[config.mk]
export PLATFORM = sky130hd
export DESIGN_NAME = csv_record_field_splitter_unit
export DESIGN_NICKNAME = d
export VERILOG_FILES = /design/src/csv_split_pkg.sv /design/src/csv_record_field_splitter_unit.sv
export SDC_FILE = /design/constraint.sdc
export NUM_CORES = 1
export LEC_CHECK = 0
export ABC_AREA = 1
export BUFFER_PORTS_ARGS = -buffer_cell sky130_fd_sc_hd__buf_4
export CAP_MARGIN = 10
export CELL_PAD_IN_SITES_DETAIL_PLACEMENT = 0
export CELL_PAD_IN_SITES_GLOBAL_PLACEMENT = 1
export CORE_ASPECT_RATIO = 0.5
export CORE_MARGIN = 3
export CORE_UTILIZATION = 30
export DETAILED_ROUTE_END_ITERATION = 12
export GPL_TIMING_DRIVEN = 0
export PLACE_DENSITY = 0.56
export SYNTH_ARGS = -nofsm -noshare
export SYNTH_HDL_FRONTEND = slang
export SYNTH_SLANG_ARGS = --single-unit
[constraint.sdc]
create_clock -name aclk -period 6.9 [get_ports aclk]
set_input_delay 1.035 -clock aclk [delete_from_list [all_inputs] [get_ports aclk]]
set_output_delay 1.035 -clock aclk [all_outputs]
set_load 0.05 [all_outputs]
[src/csv_split_pkg.sv]
// Shared types and constants for the CSV record field splitter.
`timescale 1ns / 1ps
`default_nettype none

package csv_split_pkg;

    // Largest column count that a record may use; larger settings are clamped.
    localparam int MAX_COLUMNS = 64;

    // Default width of the held-back blank counter.
    localparam int BLANK_COUNT_BITS = 16;

    localparam logic [7:0] CHAR_NUL   = 8'h00;
    localparam logic [7:0] CHAR_QUOTE = 8'h22;
    localparam logic [7:0] CHAR_COMMA = 8'h2C;
    localparam logic [7:0] CHAR_SPACE = 8'h20;

    typedef enum logic [2:0] {
        MODE_START       = 3'd0,
        MODE_PLAIN       = 3'd1,
        MODE_QUOTED      = 3'd2,
        MODE_AFTER_QUOTE = 3'd3,
        MODE_TRAIL       = 3'd4,
        MODE_DISCARD     = 3'd5
    } parse_mode_t;

    typedef enum logic [1:0] {
        ST_OK   = 2'd0,
        ST_FEW  = 2'd1,
        ST_MANY = 2'd2
    } rec_status_t;

endpackage

`default_nettype wire

[src/csv_record_field_splitter_unit.sv]
// CSV record field splitter: tokenizes one record byte per word into columns.
// Each accepted byte word passes through the input register and then the result register.
// One byte word per cycle while the result stream is not stalled; the parse update is combinational between registers.
// Reset (aresetn low, synchronous): pipeline empty, parser at field start of column zero,
// no held blanks, no error, column_count back to one.
`timescale 1ns / 1ps
`default_nettype none

module csv_record_field_splitter_unit #(
    parameter int BLANK_COUNT_BITS = csv_split_pkg::BLANK_COUNT_BITS
) (
    input  wire logic        aclk,
    input  wire logic        aresetn,

    // Configuration write channel: column_count.
    input  wire logic        cfg_valid,
    output logic             cfg_ready,
    input  wire logic [6:0]  cfg_data,

    // Byte input stream.
    input  wire logic        s_tvalid,
    output logic             s_tready,
    input  wire logic [7:0]  s_tdata,   // [7:0] data_byte

    // Result stream.
    output logic             m_tvalid,
    input  wire logic        m_tready,
    // [7:0] char_out, [23:8] blanks_before, [29:24] column_index, [31:30] status
    output logic [31:0]      m_tdata,
    // [0] char_valid, [1] field_end
    output logic [1:0]       m_tuser,
    output logic             m_tlast    // record_end
);

    // The blank counter is compared against the 16-bit output range in a
    // width large enough for both.
    localparam int SAT_W = (BLANK_COUNT_BITS > 16) ? BLANK_COUNT_BITS : 16;

    // ------------------------------------------------------------------
    // Configuration. The user must write only while the block is idle;
    // the block does not enforce this, and the register is always ready.
    // ------------------------------------------------------------------
    logic [6:0] column_count_reg;

    assign cfg_ready = 1'b1;

    always_ff @(posedge aclk) begin
        if (!aresetn) begin
            column_count_reg <= 7'd1;
        end else if (cfg_valid) begin
            column_count_reg <= cfg_data;
        end
    end

    // Effective column count: zero acts as one, values above the maximum
    // are clamped to it.
    logic [6:0] eff_count;

    always_comb begin
        if (column_count_reg == 7'd0) begin
            eff_count = 7'd1;
        end else if ({2'b00, column_count_reg} > 9'(csv_split_pkg::MAX_COLUMNS)) begin
            eff_count = 7'(csv_split_pkg::MAX_COLUMNS);
        end else begin
            eff_count = column_count_reg;
        end
    end

    // ------------------------------------------------------------------
    // Pipeline handshake. The input register takes a new byte whenever it
    // is empty or its byte moves on into the result register in this cycle,
    // so one byte can wait in front of a stalled result.
    // ------------------------------------------------------------------
    logic       in_valid_reg;
    logic [7:0] in_byte_reg;
    logic       out_valid_reg;
    logic       advance;
    logic       step;

    assign advance  = !out_valid_reg || m_tready;
    assign s_tready = !in_valid_reg || advance;
    assign step     = in_valid_reg && advance;

    always_ff @(posedge aclk) begin
        if (!aresetn) begin
            in_valid_reg <= 1'b0;
        end else if (s_tvalid && s_tready) begin
            in_valid_reg <= 1'b1;
        end else if (advance) begin
            in_valid_reg <= 1'b0;
        end
    end

    always_ff @(posedge aclk) begin
        if (s_tvalid && s_tready) begin
            in_byte_reg <= s_tdata;
        end
    end

    // ------------------------------------------------------------------
    // Parser state.
    // ------------------------------------------------------------------
    csv_split_pkg::parse_mode_t   mode_reg, mode_next;
    logic [6:0]                   counter_reg, counter_next;
    logic [BLANK_COUNT_BITS-1:0]  pending_reg, pending_next;
    csv_split_pkg::rec_status_t   error_reg, error_next;

    logic is_zero, is_quote, is_comma, is_space;
    logic [6:0] counter_inc;
    logic cnt_full, inc_full;

    assign is_zero     = (in_byte_reg == csv_split_pkg::CHAR_NUL);
    assign is_quote    = (in_byte_reg == csv_split_pkg::CHAR_QUOTE);
    assign is_comma    = (in_byte_reg == csv_split_pkg::CHAR_COMMA);
    assign is_space    = (in_byte_reg == csv_split_pkg::CHAR_SPACE);
    assign counter_inc = counter_reg + 7'd1;
    assign cnt_full    = (counter_reg >= eff_count);
    assign inc_full    = (counter_inc >= eff_count);

    // Actions the current byte triggers: take it as a field character (a
    // space only adds to the held count), close the open field, finish
    // the record with a status.
    logic                       do_take;
    logic                       do_close;
    logic                       do_finish;
    csv_split_pkg::rec_status_t finish_status;
    csv_split_pkg::parse_mode_t mode_after;
    csv_split_pkg::rec_status_t error_after;
    logic                       start_path;
    logic                       extra_path;

    // Next-state decode.
    always_comb begin
        do_take       = 1'b0;
        do_close      = 1'b0;
        do_finish     = 1'b0;
        finish_status = csv_split_pkg::ST_OK;
        mode_after    = mode_reg;
        error_after   = error_reg;
        start_path    = 1'b0;
        extra_path    = 1'b0;

        unique case (mode_reg)
            csv_split_pkg::MODE_PLAIN: begin
                if (is_zero || is_comma) begin
                    do_close = 1'b1;
                    if (is_zero) begin
                        do_finish     = 1'b1;
                        finish_status = inc_full ? csv_split_pkg::ST_OK
                                                 : csv_split_pkg::ST_FEW;
                    end else begin
                        mode_after = inc_full ? csv_split_pkg::MODE_TRAIL
                                              : csv_split_pkg::MODE_START;
                    end
                end else begin
                    do_take = 1'b1;
                end
            end
            csv_split_pkg::MODE_QUOTED: begin
                if (is_zero) begin
                    // An unterminated quote is closed by the record end.
                    do_close      = 1'b1;
                    do_finish     = 1'b1;
                    finish_status = inc_full ? csv_split_pkg::ST_OK
                                             : csv_split_pkg::ST_FEW;
                end else if (is_quote) begin
                    do_close   = 1'b1;
                    mode_after = csv_split_pkg::MODE_AFTER_QUOTE;
                end else begin
                    do_take = 1'b1;
                end
            end
            csv_split_pkg::MODE_AFTER_QUOTE: begin
                // The separating comma after a closing quote is swallowed;
                // while columns remain, any other byte already belongs to the next column.
                if (!cnt_full) begin
                    if (is_comma) begin
                        mode_after = csv_split_pkg::MODE_START;
                    end else begin
                        start_path = 1'b1;
                    end
                end else if (is_comma) begin
                    mode_after = csv_split_pkg::MODE_TRAIL;
                end else begin
                    extra_path = 1'b1;
                end
            end
            csv_split_pkg::MODE_TRAIL: begin
                extra_path = 1'b1;
            end
            csv_split_pkg::MODE_DISCARD: begin
                if (is_zero) begin
                    do_finish     = 1'b1;
                    finish_status = error_reg;
                end
            end
            default: begin
                start_path = 1'b1;
            end
        endcase

        if (start_path) begin
            if (is_zero) begin
                do_finish     = 1'b1;
                finish_status = csv_split_pkg::ST_FEW;
            end else if (is_quote) begin
                mode_after = csv_split_pkg::MODE_QUOTED;
            end else if (is_comma) begin
                do_close   = 1'b1;
                mode_after = inc_full ? csv_split_pkg::MODE_TRAIL
                                      : csv_split_pkg::MODE_START;
            end else begin
                do_take    = 1'b1;
                mode_after = csv_split_pkg::MODE_PLAIN;
            end
        end

        if (extra_path) begin
            // Past the last column: only the record end is still fine.
            if (is_zero) begin
                do_finish     = 1'b1;
                finish_status = csv_split_pkg::ST_OK;
            end else begin
                error_after = csv_split_pkg::ST_MANY;
                mode_after  = csv_split_pkg::MODE_DISCARD;
            end
        end
    end

    // Register next values; a finished record returns everything to the
    // field start of column zero.
    always_comb begin
        mode_next    = mode_reg;
        counter_next = counter_reg;
        pending_next = pending_reg;
        error_next   = error_reg;
        if (step) begin
            if (do_finish) begin
                mode_next    = csv_split_pkg::MODE_START;
                counter_next = 7'd0;
                pending_next = '0;
                error_next   = csv_split_pkg::ST_OK;
            end else begin
                mode_next  = mode_after;
                error_next = error_after;
                if (do_close) begin
                    counter_next = counter_inc;
                    pending_next = '0;
                end else if (do_take) begin
                    if (!is_space) begin
                        pending_next = '0;
                    end else if (pending_reg != {BLANK_COUNT_BITS{1'b1}}) begin
                        pending_next = pending_reg + BLANK_COUNT_BITS'(1);
                    end
                end
            end
        end
    end

    always_ff @(posedge aclk) begin
        if (!aresetn) begin
            mode_reg    <= csv_split_pkg::MODE_START;
            counter_reg <= 7'd0;
            pending_reg <= '0;
            error_reg   <= csv_split_pkg::ST_OK;
        end else begin
            mode_reg    <= mode_next;
            counter_reg <= counter_next;
            pending_reg <= pending_next;
            error_reg   <= error_next;
        end
    end

    // ------------------------------------------------------------------
    // Result fields.
    // ------------------------------------------------------------------
    logic             emit_char;
    logic [SAT_W-1:0] pending_ext;
    logic [15:0]      blanks_sat;
    logic             char_valid_c;
    logic [7:0]       char_out_c;
    logic [15:0]      blanks_before_c;
    logic             field_end_c;
    logic [5:0]       column_index_c;
    logic             record_end_c;
    logic [1:0]       status_c;

    assign pending_ext = SAT_W'(pending_reg);
    assign blanks_sat  = (pending_ext > SAT_W'(16'hFFFF)) ? 16'hFFFF : pending_ext[15:0];
    assign emit_char   = do_take && !is_space;

    always_comb begin
        char_valid_c    = emit_char;
        char_out_c      = emit_char ? in_byte_reg : 8'd0;
        blanks_before_c = emit_char ? blanks_sat : 16'd0;
        field_end_c     = do_close;
        column_index_c  = (emit_char || do_close) ? counter_reg[5:0] : 6'd0;
        record_end_c    = do_finish;
        status_c        = do_finish ? finish_status : csv_split_pkg::ST_OK;
    end

    logic [31:0] m_tdata_reg;
    logic [1:0]  m_tuser_reg;
    logic        m_tlast_reg;

    always_ff @(posedge aclk) begin
        if (!aresetn) begin
            out_valid_reg <= 1'b0;
        end else if (advance) begin
            out_valid_reg <= in_valid_reg;
        end
    end

    always_ff @(posedge aclk) begin
        if (step) begin
            m_tdata_reg <= {status_c, column_index_c, blanks_before_c, char_out_c};
            m_tuser_reg <= {field_end_c, char_valid_c};
            m_tlast_reg <= record_end_c;
        end
    end

    assign m_tvalid = out_valid_reg;
    assign m_tdata  = m_tdata_reg;
    assign m_tuser  = m_tuser_reg;
    assign m_tlast  = m_tlast_reg;

endmodule

`default_nettype wire
---- Word-level counts from Yosys, hierarchy flattened ----
Index checks and enable logic that the tools add are counted.
cells by class
  $add $sub $neg .......................... 2
  $mul .................................... 0
  div/mod/pow operators ................... 0
  $lt $le $gt $ge ......................... 4
  eq/ne operators ......................... 11
  shift operators ......................... 0
  muxes and demuxes ....................... 68
  bitwise logic cells ..................... 0
  reduce and logical (&&, ||, !) cells .... 21
operators by type and width
  kind                     count
  $mux W16                 6
  $mux W3                  15
  $mux W1                  28
  $mux W7                  4
  $eq A8 B6 Y1 const B     3
  $add A16 B1 Y16 const B  1
  $gt A16 B16 Y1 const B   1
  $mux W2                  8
  $ne A16 B16 Y1 const B   1
  $ge A7 B7 Y1             2
  $pmux W1 S2              5
  $pmux W3 S3              1
  $logic_not A8 Y1         1
  $add A7 B1 Y7 const B    1
  $gt A7 B7 Y1 const B     1
  $logic_not A7 Y1         1
  $eq A3 B2 Y1 const B     2
  $eq A3 B3 Y1 const B     2
  $pmux W2 S3              1
  $reduce_and A3 Y1        2
  $reduce_bool A2 Y1       3
  $logic_or A1 B1 Y1       4
  $ne A4 B1 Y1 const B     1
  $reduce_or A4 Y1         1
  7 further kinds          11
storage, ports and cells
  flip-flop bits (word level) ............. 80
  latch bits .............................. 0
  memory bits (writable) .................. 0
  bits in read-only memories .............. 0
  input port bits ......................... 20
  word-level logic and storage cells ...... 119
  memories ................................ 0

---- Longest topological paths before layout ----
Gate-level depths: netlist of run 1.
  depth after elaboration ................. 13
  depth in mapped cells ................... 18
  depth with buffers taken out ............ 18

---- Least setup slack after synthesis of run 1 ----
No wires, ideal clock.
  kind .................................... input port to flip-flop
  start point ............................. input m_tready
  end point ............................... register counter_reg[2]
  library setup time ...................... 0.072 ns
  arrival time ............................ 2.936 ns
  data required time ...................... 6.828 ns
  setup slack ............................. 3.892 ns
  stages .................................. 7
  path buffers ............................ 1
  cells stage by stage .................... inv_1 > nand2_1 > nand2_1 > inv_2 > clkbuf_1 > nand4_1 > a21oi_1
on the way
  word-level cells in the longest chain between the ends .. 3
RTL lines
  what                         line                                   source
  start: declaration           csv_record_field_splitter_unit.sv:27   input wire logic m_tready,
  $logic_or A1 B1 Y1           csv_record_field_splitter_unit.sv:80   assign advance = !out_valid_reg || m_tready;
  $logic_and A1 B1 Y1          csv_record_field_splitter_unit.sv:82   assign step = in_valid_reg && advance;
  named net step               csv_record_field_splitter_unit.sv:78   logic step;
  $reduce_and A2 Y1 (no line)  --
  end signal: assignment       csv_record_field_splitter_unit.sv:268  counter_reg <= counter_next;
  end: declaration             csv_record_field_splitter_unit.sv:104  logic [6:0] counter_reg, counter_next;
The timed path passes the listed nets, and every way through them passes these cells.
A chain may end at the register's enable or synchronous reset.

---- Worst setup path in the final report of run 1 ----
  start point ............................. register column_count_reg[4]
  end point ............................... register m_tdata_reg[28] (netlist: m_tdata[28]) (data pin)
on the way
  word-level cells in the longest chain between the ends .. 9
  elaborated cells on any way between the ends .. 11
  those cells by class .................... order compare: 2; mux: 6; reduce/logical: 3
RTL lines
  what                      line                                   source
  start: declaration        csv_record_field_splitter_unit.sv:43   logic [6:0] column_count_reg;
  start signal: assignment  csv_record_field_splitter_unit.sv:51   column_count_reg <= cfg_data;
  $gt A7 B7 Y1              csv_record_field_splitter_unit.sv:62   end else if ({2'b00, column_count_reg} > 9'(csv_split_pkg::MAX_COLUMNS)) begin
  $mux W7                   csv_record_field_splitter_unit.sv:62
  $mux W7 (*)               csv_record_field_splitter_unit.sv:60   if (column_count_reg == 7'd0) begin
  $ge A7 B7 Y1 (*)          csv_record_field_splitter_unit.sv:117  assign cnt_full = (counter_reg >= eff_count);
  $mux W1 (*)               csv_record_field_splitter_unit.sv:176  if (!cnt_full) begin
  $pmux W1 S2 (*)           csv_record_field_splitter_unit.sv:143  unique case (mode_reg)
  $mux W1                   csv_record_field_splitter_unit.sv:202  if (start_path) begin
  $logic_and A1 B1 Y1       csv_record_field_splitter_unit.sv:290  assign emit_char = do_take && !is_space;
  $logic_or A1 B1 Y1 (*)    csv_record_field_splitter_unit.sv:297  column_index_c = (emit_char || do_close) ? counter_reg[5:0] : 6'd0;
  end signal: assignment    csv_record_field_splitter_unit.sv:316  m_tdata_reg <= {status_c, column_index_c, blanks_before_c, char_out_c};
  end: declaration          csv_record_field_splitter_unit.sv:302  logic [31:0] m_tdata_reg;
Every way passes the cells marked *; elsewhere a longest branch is shown, timed or not.

==> results of run 1 <==
[logic make-up (layout without fill, tap and decap cells)]
family	Yosys count	in the layout	synth area share (%)
AOI/OAI and AO/OA	66	66	8.17
xor gates and xnor gates	8	8	1.67
adders and majority gates	16	16	4.77
buffers and inverters	82	155	8.05
DFF	79	79	48.0
other	1	1	0.0894
and+or+nand+nor	270	270	29.3
[worst paths after layout]
kind	to	slack, ns
worst min-delay path	column_count_reg[0]	0.49
worst max-delay path	m_tdata[28]	4.16
worst max register to register	m_tdata[28]	4.16
worst min register to register	column_count_reg[0]	0.49
[cell type report]
type / count / area, µm²
flip-flops and latches: 79 / 2010
multi-input cells: 361 / 1840
clock inverters: 7 / 77.6
clock buffers: 9 / 225
plain buffers: 16 / 91.3
well taps: 186 / 233
repair buffers: 57 / 440
inverters: 66 / 248
fillers: 1418 / 8000
[critical path: cells and delay by family (launching register included)]
kind / cells / cell delay [ns]
adders and majority gates: 1 / 0.28
buffers and inverters: 2 / 0.33
DFF: 1 / 0.34
and+or+nand+nor: 13 / 1.42
AOI/OAI and AO/OA: 1 / 0.10
[cells in the final DEF, fill, tap and decap left out, types with 2 or more instances in the layout]
master                      synthesis  routed
sky130_fd_sc_hd__a21boi_0           2       2
sky130_fd_sc_hd__a21oi_1           42      42
sky130_fd_sc_hd__buf_2              3       3
sky130_fd_sc_hd__buf_4              4      60
sky130_fd_sc_hd__clkbuf_1           8       7
sky130_fd_sc_hd__clkbuf_16          0       9
sky130_fd_sc_hd__dfxtp_1           36      36
sky130_fd_sc_hd__edfxtp_1          43      43
sky130_fd_sc_hd__ha_1              16      16
sky130_fd_sc_hd__inv_1             62      62
sky130_fd_sc_hd__inv_2              4       4
sky130_fd_sc_hd__inv_6              0       3
sky130_fd_sc_hd__nand2_1           92      92
sky130_fd_sc_hd__nand2_2            6       6
sky130_fd_sc_hd__nand3_1           36      36
sky130_fd_sc_hd__nand4_1           25      25
sky130_fd_sc_hd__nor2_1            87      87
sky130_fd_sc_hd__nor2_2             2       2
sky130_fd_sc_hd__nor3_1            13      13
sky130_fd_sc_hd__o21ai_0           19      19
sky130_fd_sc_hd__xor2_1             7       7
[power groups by stage]
stage / Combinational [W] / Sequential, W / Clock, W
global route: 0.000162 / 0.000526 / 0.000523
floorplan: 0.0000605 / 0.000571 / 0
CTS: 0.000148 / 0.000524 / 0.000508
detailed placement: 0.000147 / 0.000534 / 0
finish: 0.000145 / 0.000524 / 0.000488
global placement: 0.000146 / 0.000535 / 0
[through the flow]
step,instances,hold slack [ns],util [%],power (W),area (µm²)
after floorplan,522,0.452,-,0.000632,4190
after global placement,764,0.469,36.8,0.000681,4850
after detailed placement,765,0.475,37.0,0.000682,4870
after CTS,781,0.488,39.3,0.00118,5170
after global routing,781,0.534,39.3,0.00121,5170
final,781,0.488,39.3,0.00116,5170
[synth_stat cells (8+ instances only)]
master / instances
sky130_fd_sc_hd__nor2_1: 87
sky130_fd_sc_hd__nor3_1: 13
sky130_fd_sc_hd__clkbuf_1: 8
sky130_fd_sc_hd__inv_1: 62
sky130_fd_sc_hd__o21ai_0: 19
sky130_fd_sc_hd__nand4_1: 25
sky130_fd_sc_hd__edfxtp_1: 43
sky130_fd_sc_hd__dfxtp_1: 36
sky130_fd_sc_hd__ha_1: 16
sky130_fd_sc_hd__a21oi_1: 42
sky130_fd_sc_hd__nand3_1: 36
sky130_fd_sc_hd__nand2_1: 92
[routing by layer]
metal	up-vias	track usage, %	share of wire (%)
met5	-	0	0
met4	0	3.53	0.79
met3	10	3.69	5.3
met2	90	23.5	41
met1	1638	21.5	53
li1	1876	-	-
==> flow_metrics.tcl, run 1 <==
set metrics [dict create \
    gr-total-overflow 0 \
    worst_r2r_path_depth 17 \
    cts_made_buffers 9 \
    postCtsSetupBuffers 0 \
    yosysWarningCount 0 \
    post_cts_resize_count 0 \
    place_worst_setup_slack_ns 4.11 \
    grt_first_pass_wirelength_mm 18.4 \
    floorplan.rows 29 \
    dieArea_um2 15500 \
    floorplan.core_area_um2 13200 \
    power.share.clock_pct 42.2 \
    powerDensity_nw_per_um2 224 \
    crit-reg2reg-launch "column_count_reg[4]" \
    finalCritPeriodShare_pct 39.7 \
    cts_sinks 79 \
    avgRoutedWirePerCell_um 14.3 \
    die-height_um 89.6 \
    criticalPathCategory "flop to flop" \
    cts_tree "yes" \
    share_comb_of_total_power_pct 12.6 \
    leakagePower_nw 2.12 \
    max_slew_margin_pct 61.0 \
    wirelength_mm 11.2 \
    worstPathMaxFanout 10 \
    clock_insertion_delay_worst_skew_ns 0.34 \
    achievable-frequency_mhz 366 \
    setup_viol 0 \
    io_pins 58 \
    cpMostUsedCell "sky130_fd_sc_hd__nand2_1" \
    crit_path_start_kind "flop" \
    number_of_antenna_violations_at_the_first_check_in_global_routing 0 \
    final_critical_path_setup_slack_ns 4.16 \
    setup_total_negative_slack_ns 0 \
    timing.hold.worst_path_depth 2 \
    switching_share_pct 27.1 \
    num_antenna_cells 0 \
    post_synth_num_cell_types 34 \
    cts_max_path_buffers 2 \
    ys.flop_type "sky130_fd_sc_hd__edfxtp_1" \
    grtUsageTotal_pct 15.1 \
    critical_path.cell_chain "nor2_1 -> nand3_1 -> nand2_1 -> nand2_1 -> ha_1 -> nand2_1 -> nor2_1 -> inv_1 -> nor2_1 -> nor2_1 -> nand2_1 -> nand2_2 -> nand2_2 -> nand2_4 -> nand2_1 -> buf_2 -> a21oi_1" \
    routed_via_density 4.63 \
    worstSetupEndpointType "flop" \
    yosys_register_bits 79 \
    synth.area.top_cells "sky130_fd_sc_hd__edfxtp_1, sky130_fd_sc_hd__dfxtp_1, sky130_fd_sc_hd__nand2_1, sky130_fd_sc_hd__nor2_1, sky130_fd_sc_hd__inv_1" \
    synth-edff-count 43 \
    worst_clock_skew_ns 0.00911 \
    internal_power_w 0.000843 \
    vias 3614 \
    die_span_x_um 173 \
    final_antenna_net_count 0 \
    power.switching_w 0.000314 \
    worstHoldPathType "flop to flop" \
    postSynthCellCount 522 \
    nets 626 \
    initial_util_pct 31.8 \
    finalCriticalPeriod_ns 2.74 \
    dr.pass1.iters 4 \
    power.ir.vdd_worst_mv 0.0866 \
    hpwl_mm 8.39 \
    arrival_ns 2.81 \
    io_buffers 56 \
    post_synth.cell_area_avg_um2 8.03 \
    timing.critical_path.slowest_cell_delay_ns 0.34 \
    first_global_vias 3427 \
    grt_setup_unrepaired "no" \
    syn-num-nets 558 \
    grt_max_degree 27 \
    drt_iter0_drc 231 \
    drive_gt1_share_pct 16.8 \
    ctsHtreeMaxLevel 3 \
    timing_max_transition_violations_final 0 \
    synth.largest_area_cell "sky130_fd_sc_hd__edfxtp_1" \
    finalHoldViolations 0 \
    areaGrowthSynthToFinish_pct 23.3 \
    synth_largest_type_area_fraction_pct 30.8 \
    yosysSeqAreaShare_pct 48.0 \
    run_status "finished, final reports clean" \
    crit_required_ns 6.98 \
    min-delay-start "column_count_reg[0]" \
    holdBufCountCts 0 \
    synthesis.area_um2 4190 \
    critPathSlowestCell "sky130_fd_sc_hd__dfxtp_1" \
    largest_register_ffs 32 \
    seqPwrFrac_pct 45.3 \
    async_reset_ff_share_pct 0 \
    cts_root_buffer "sky130_fd_sc_hd__clkbuf_16" \
    crit_start "column_count_reg[4]" \
    clkTransAtPathRegs_ns 0.06 \
    drv_cap 0 \
    place.gp.congestion 0.871 \
    remaining_drc_errors 0 \
    worst-slew-pin-transition_ns 0.586 \
]
No activity file was read; power rests on OpenSTA's default activity.
==> inputs of run 2 (changes only) <==
--- a/config.mk
+++ b/config.mk
@@ -15,7 +15,7 @@
 export CORE_UTILIZATION = 30
 export DETAILED_ROUTE_END_ITERATION = 12
 export GPL_TIMING_DRIVEN = 0
-export PLACE_DENSITY = 0.56
+export PLACE_DENSITY = 0.59
 export SYNTH_ARGS = -nofsm -noshare
 export SYNTH_HDL_FRONTEND = slang
 export SYNTH_SLANG_ARGS = --single-unit
==> constraint.sdc (replaced) <==
create_clock -name aclk -period 2.34 [get_ports aclk]
set_input_delay 0.351 -clock aclk [delete_from_list [all_inputs] [get_ports aclk]]
set_output_delay 0.351 -clock aclk [all_outputs]
set_load 0.05 [all_outputs]
==> run 2 against run 1 <==
Effect of this change: cell count grew 2.7%; critical path depth increased by 1; fmax up 17%; via count is 2.9% higher; flip-flop and latch count unchanged.
==> flow_metrics.tcl, run 2 (synthesized netlist as in run 1, its figures left out) <==
set metrics [dict create \
    run_status "finished, final reports clean" \
    first_global_vias 3655 \
    die_span_x_um 173 \
    num_antenna_cells 0 \
    finalCritPeriodShare_pct 99.7 \
    n_fill_cell 1345 \
    leakagePower_nw 2.35 \
    cts_root_buffer "sky130_fd_sc_hd__clkbuf_16" \
    mostFrequentLayoutCell "sky130_fd_sc_hd__nor2_1" \
    place.gp.congestion 0.819 \
    timing.hold.worst_path_depth 1 \
    number_of_antenna_violations_at_the_first_check_in_global_routing 0 \
    worst-slew-pin-transition_ns 1.02 \
    grt_setup_unrepaired "yes" \
    dieArea_um2 15500 \
    criticalPathCategory "flop to flop" \
    timing_max_transition_violations_final 0 \
    cts_made_buffers 9 \
    io_pins 58 \
    clock_insertion_delay_worst_skew_ns 0.34 \
    most-common-layout-cells "sky130_fd_sc_hd__nor2_1, sky130_fd_sc_hd__nand2_1, sky130_fd_sc_hd__buf_4" \
    remaining_drc_errors 0 \
    grtUsageTotal_pct 15.7 \
    powerDensity_nw_per_um2 624 \
    crit_required_ns 2.53 \
    cts_tree "yes" \
    power.ir.vdd_worst_mv 0.250 \
    min-delay-start "s_tdata[7]" \
    hpwl_mm 8.25 \
    initial_util_pct 31.8 \
    grt_first_pass_wirelength_mm 19.0 \
    achievable-frequency_mhz 429 \
    dr.pass1.iters 4 \
    gr-total-overflow 0 \
    die-height_um 89.6 \
    grt_max_degree 45 \
    worstPathMaxFanout 3 \
    nets 647 \
    floorplan.rows 29 \
    arrival_ns 2.53 \
    areaGrowthSynthToFinish_pct 38.2 \
    cts_max_path_buffers 2 \
    regToRegEndpoint "pending_ext[10]" \
    largest_register_ffs 32 \
    finalHoldViolations 0 \
    worst_r2r_path_depth 18 \
    io_buffers 56 \
    drive_gt1_share_pct 30.4 \
    place_worst_setup_slack_ns -0.314 \
    vias 3718 \
    crit_path_start_kind "flop" \
    clkTransAtPathRegs_ns 0.06 \
    routed_via_density 4.64 \
    final_antenna_net_count 0 \
    drv_cap 0 \
    drt_iter0_drc 215 \
    floorplan.core_area_um2 13200 \
    final_core_util_pct 44.0 \
    worstHoldPathType "input pin to flop" \
    final_critical_path_setup_slack_ns 0.00795 \
    max_slew_margin_pct 32.3 \
    hold_end "in_byte_reg[7]" \
    finalCriticalPeriod_ns 2.33 \
    worst_clock_skew_ns 0.00577 \
    ctsHtreeMaxLevel 3 \
    setup_viol 0 \
    wirelength_mm 11.7 \
    avgRoutedWirePerCell_um 14.6 \
    crit-reg2reg-launch "column_count_reg[3]" \
    cts_sinks 79 \
    worstSetupEndpointType "flop" \
    reg2reg_slack_ns 0.008 \
]
-- run 2: per-stage QoR --
stage	hold slack (ns)	std cells	TNS (ns)	total power [W]	instance area, µm²
2_1_floorplan	0.450	522	0	0.00186	4200
3_3_place_gp	0.473	764	-12.76	0.00200	4850
3_5_place_dp	0.477	764	-13.18	0.00200	4850
4_1_cts	0.173	797	-0.269	0.00364	5630
5_1_grt	0.169	802	-5.75	0.00377	5800
6_report	0.187	802	0	0.00362	5800
-- run 2: what timing repair did --
item,in CTS,in global routing
hold buffers,0,0
cloned,2,0
pin swaps,20,20
setup endpoints to repair,57,59
buffers inserted,15,5
gates resized for setup,83,30
-- run 2: cell type report --
cell class	count	area (µm²)	share of cell area, %
clock buffers	9	225	3.89
plain buffers	16	150	2.59
inverters	66	250	4.32
flip-flops and latches	79	2030	35.0
well taps	186	233	4.01
clock inverters	7	96.3	1.66
multi-input cells	361	2190	37.7
repair buffers	78	626	10.8
-- run 2: per-layer routing --
layer	GRT usage, %	share of wire, %	vias up
met4	4.26	1.3	0
met2	26.4	45	71
met5	0	0	-
met3	3.69	4.5	14
met1	20.9	49	1713
li1	-	-	1920
-- run 2: where the power goes --
group / internal, W / switching [W]
sequential: 0.00152 / 0.0000301
clock: 0.000936 / 0.000589
combinational: 0.000200 / 0.000343
total: 0.00266 / 0.000962
-- run 2: critical path, cell delays in order, from the launching register on --
cell and delay, ns:
sky130_fd_sc_hd__dfxtp_4 0.35, sky130_fd_sc_hd__nor2_4 0.12, sky130_fd_sc_hd__nand3_4 0.11, sky130_fd_sc_hd__nand2_4 0.12, sky130_fd_sc_hd__nand2_4 0.07, sky130_fd_sc_hd__ha_4 0.27
sky130_fd_sc_hd__nand2_4 0.06, sky130_fd_sc_hd__nor2_2 0.11, sky130_fd_sc_hd__inv_1 0.04, sky130_fd_sc_hd__nor2_1 0.09, sky130_fd_sc_hd__nor2_1 0.05, sky130_fd_sc_hd__nand2_1 0.09
sky130_fd_sc_hd__nand2_4 0.09, sky130_fd_sc_hd__nand2_4 0.09, sky130_fd_sc_hd__nand2_8 0.07, sky130_fd_sc_hd__buf_4 0.15, sky130_fd_sc_hd__buf_4 0.14, sky130_fd_sc_hd__nand4_1 0.08
sky130_fd_sc_hd__a21oi_1 0.07
-- run 2: worst max-delay path by stage --
stage / startpoint / end / cells past startpoint
after floorplan: column_count_reg[4] / m_tdata[24] / 17
after global placement: column_count_reg[4] / m_tdata[29] / 17
after detailed placement: column_count_reg[4] / m_tdata[29] / 17
after CTS: column_count_reg[5] / pending_ext[3] / 18
after global routing: column_count_reg[3] / pending_ext[15] / 19
final: column_count_reg[3] / pending_ext[10] / 18
==> inputs of run 3 (changes only) <==
--- a/config.mk
+++ b/config.mk
@@ -16,6 +16,7 @@
 export DETAILED_ROUTE_END_ITERATION = 12
 export GPL_TIMING_DRIVEN = 0
 export PLACE_DENSITY = 0.59
+export RECOVER_POWER = 50
 export SYNTH_ARGS = -nofsm -noshare
 export SYNTH_HDL_FRONTEND = slang
 export SYNTH_SLANG_ARGS = --single-unit
==> run 3 against run 2 <==
Effect of this change: first-iteration DRC count down 0.47%; power barely moved; fmax about the same; worst setup slack better by 0.0016 ns; die area did not move; worst hold slack gained 0.022 ns; cell count did not move; largest cell class unchanged; highest routed layer unchanged.
==> flow_metrics.tcl, run 3 (synthesized netlist as in run 1, its figures left out) <==
set metrics [dict create \
    n_fill_cell 1345 \
    finalCriticalPeriod_ns 2.33 \
    floorplan.core_area_um2 13200 \
    timing_max_transition_violations_final 0 \
    reg2reg_slack_ns 0.01 \
    cts_sinks 79 \
    worstSetupEndpointType "flop" \
    finalNonFillerCells 802 \
    max_slew_margin_pct 31.8 \
    remaining_drc_errors 0 \
    gr-total-overflow 0 \
    met1Wirelength_mm 5.86 \
    wl_met2_mm 5.31 \
    cts_made_buffers 9 \
    drv_cap 0 \
    worst_clock_skew_ns 0.00629 \
    achievable-frequency_mhz 429 \
    number_of_antenna_violations_at_the_first_check_in_global_routing 0 \
    first_global_vias 3655 \
    final_critical_path_setup_slack_ns 0.00958 \
    worstHoldPathType "input pin to flop" \
    arrival_ns 2.53 \
    powerDensity_nw_per_um2 625 \
    leakagePower_nw 2.35 \
    clkTransAtPathRegs_ns 0.06 \
    die-height_um 89.6 \
    criticalPathCategory "flop to flop" \
    areaGrowthSynthToFinish_pct 38.2 \
    ctsHtreeMaxLevel 3 \
    finalCritPeriodShare_pct 99.6 \
    io_pins 58 \
    avgRoutedWirePerCell_um 14.7 \
    drive_gt1_share_pct 30.4 \
    finalHoldViolations 0 \
    setup_viol 0 \
    largest_register_ffs 32 \
    dr_wl_met3_um 449 \
    crit_required_ns 2.54 \
    mostFrequentLayoutCell "sky130_fd_sc_hd__nor2_1" \
    place_worst_setup_slack_ns -0.314 \
    cts_tree "yes" \
    floorplan.rows 29 \
    io_buffers 56 \
    final_core_util_pct 44.0 \
    clock_insertion_delay_worst_skew_ns 0.34 \
    top_signal_layer_used "met4" \
    most-common-layout-cells "sky130_fd_sc_hd__nor2_1, sky130_fd_sc_hd__nand2_1, sky130_fd_sc_hd__buf_4" \
    routed_via_density 4.65 \
    final_antenna_net_count 0 \
    hpwl_mm 8.25 \
    cts_root_buffer "sky130_fd_sc_hd__clkbuf_16" \
    holdBufCountCts 0 \
    initial_util_pct 31.8 \
    crit_path_start_kind "flop" \
    power.ir.vdd_worst_mv 0.250 \
    grt_first_pass_wirelength_mm 19.0 \
    die_span_x_um 173 \
    place.gp.congestion 0.819 \
    wirelength_mm 11.8 \
    grt_setup_unrepaired "yes" \
    vias 3732 \
    dieArea_um2 15500 \
    nets 647 \
    cts_max_path_buffers 2 \
    final_hold_slack_ns 0.208 \
    num_antenna_cells 0 \
    drt_iter0_drc 214 \
    place.detailed.instances 764 \
    grtUsageTotal_pct 15.7 \
    worst-slew-pin-transition_ns 1.02 \
    power.total_w 0.00362 \
    worstPathMaxFanout 3 \
    run_status "finished, final reports clean" \
    dr.pass1.iters 4 \
    grt_max_degree 45 \
]
==> run 3: changes by cell type in the layout (fill, tap and decap cells not counted) <==
cell	previous run	this run
sky130_fd_sc_hd__clkbuf_4	0	8
sky130_fd_sc_hd__buf_4	75	67
==> run 3: metal layers <==
metal,up-vias,global-route usage (%)
met1,1732,20.9
li1,1920,-
met2,67,26.4
met4,0,4.26
met3,13,3.69
met5,-,0
==> run 3: per-stage QoR <==
stage,cell area (µm²),TNS [ns]
floorplan,4200,0
global placement,4850,-12.76
detailed placement,4850,-13.18
CTS,5630,-0.269
global route,5800,-5.75
finish,5800,0
==> run 3: layout make-up <==
type / count / area [µm²] / share of cell area [%]
tap: 186 / 233 / 4.01
buffer: 16 / 150 / 2.59
timing repair buffer: 78 / 626 / 10.8
multi-input combinational: 361 / 2190 / 37.7
clock buffer: 9 / 225 / 3.89
clock inverter: 7 / 96.3 / 1.66
inverter: 66 / 250 / 4.32
sequential: 79 / 2030 / 35.0
==> run 3: path summary, 6_finish.rpt <==
| path | startpoint | end | cells after the start |
|---|---|---|---|
| hold reg to reg | pending_ext[13] | pending_ext[13] | 2 |
| setup / recovery | column_count_reg[3] | pending_ext[10] | 18 |
| setup reg to reg | column_count_reg[3] | pending_ext[10] | 18 |
| hold / removal | s_tdata[7] | in_byte_reg[7] | 1 |
==> run 3: critical path: stages, from the launching register on <==
cell	delay (ns)
sky130_fd_sc_hd__dfxtp_4	0.35
sky130_fd_sc_hd__nor2_4	0.12
sky130_fd_sc_hd__nand3_4	0.11
sky130_fd_sc_hd__nand2_4	0.12
sky130_fd_sc_hd__nand2_4	0.07
sky130_fd_sc_hd__ha_4	0.27
sky130_fd_sc_hd__nand2_4	0.06
sky130_fd_sc_hd__nor2_2	0.11
sky130_fd_sc_hd__inv_1	0.04
sky130_fd_sc_hd__nor2_1	0.09
sky130_fd_sc_hd__nor2_1	0.05
sky130_fd_sc_hd__nand2_1	0.09
sky130_fd_sc_hd__nand2_4	0.09
sky130_fd_sc_hd__nand2_4	0.09
sky130_fd_sc_hd__nand2_8	0.07
sky130_fd_sc_hd__buf_4	0.15
sky130_fd_sc_hd__buf_4	0.14
sky130_fd_sc_hd__nand4_1	0.08
sky130_fd_sc_hd__a21oi_1	0.07
==> run 3: report_power, final <==
part / switching [W] / leakage (nW) / total [W] / internal [W]
clock network: 0.000593 / 0.150 / 0.00153 / 0.000936
logic: 0.000343 / 1.51 / 0.000543 / 0.000199
registers: 0.0000300 / 0.694 / 0.00155 / 0.00152
total: 0.000966 / 2.35 / 0.00362 / 0.00266
==> run 3: timing repair <==
action	in CTS	in global routing
endpoints found under the setup margin	57	59
gates cloned	2	0
buffers inserted	15	5
gates resized for setup	83	30
pin swaps	20	20
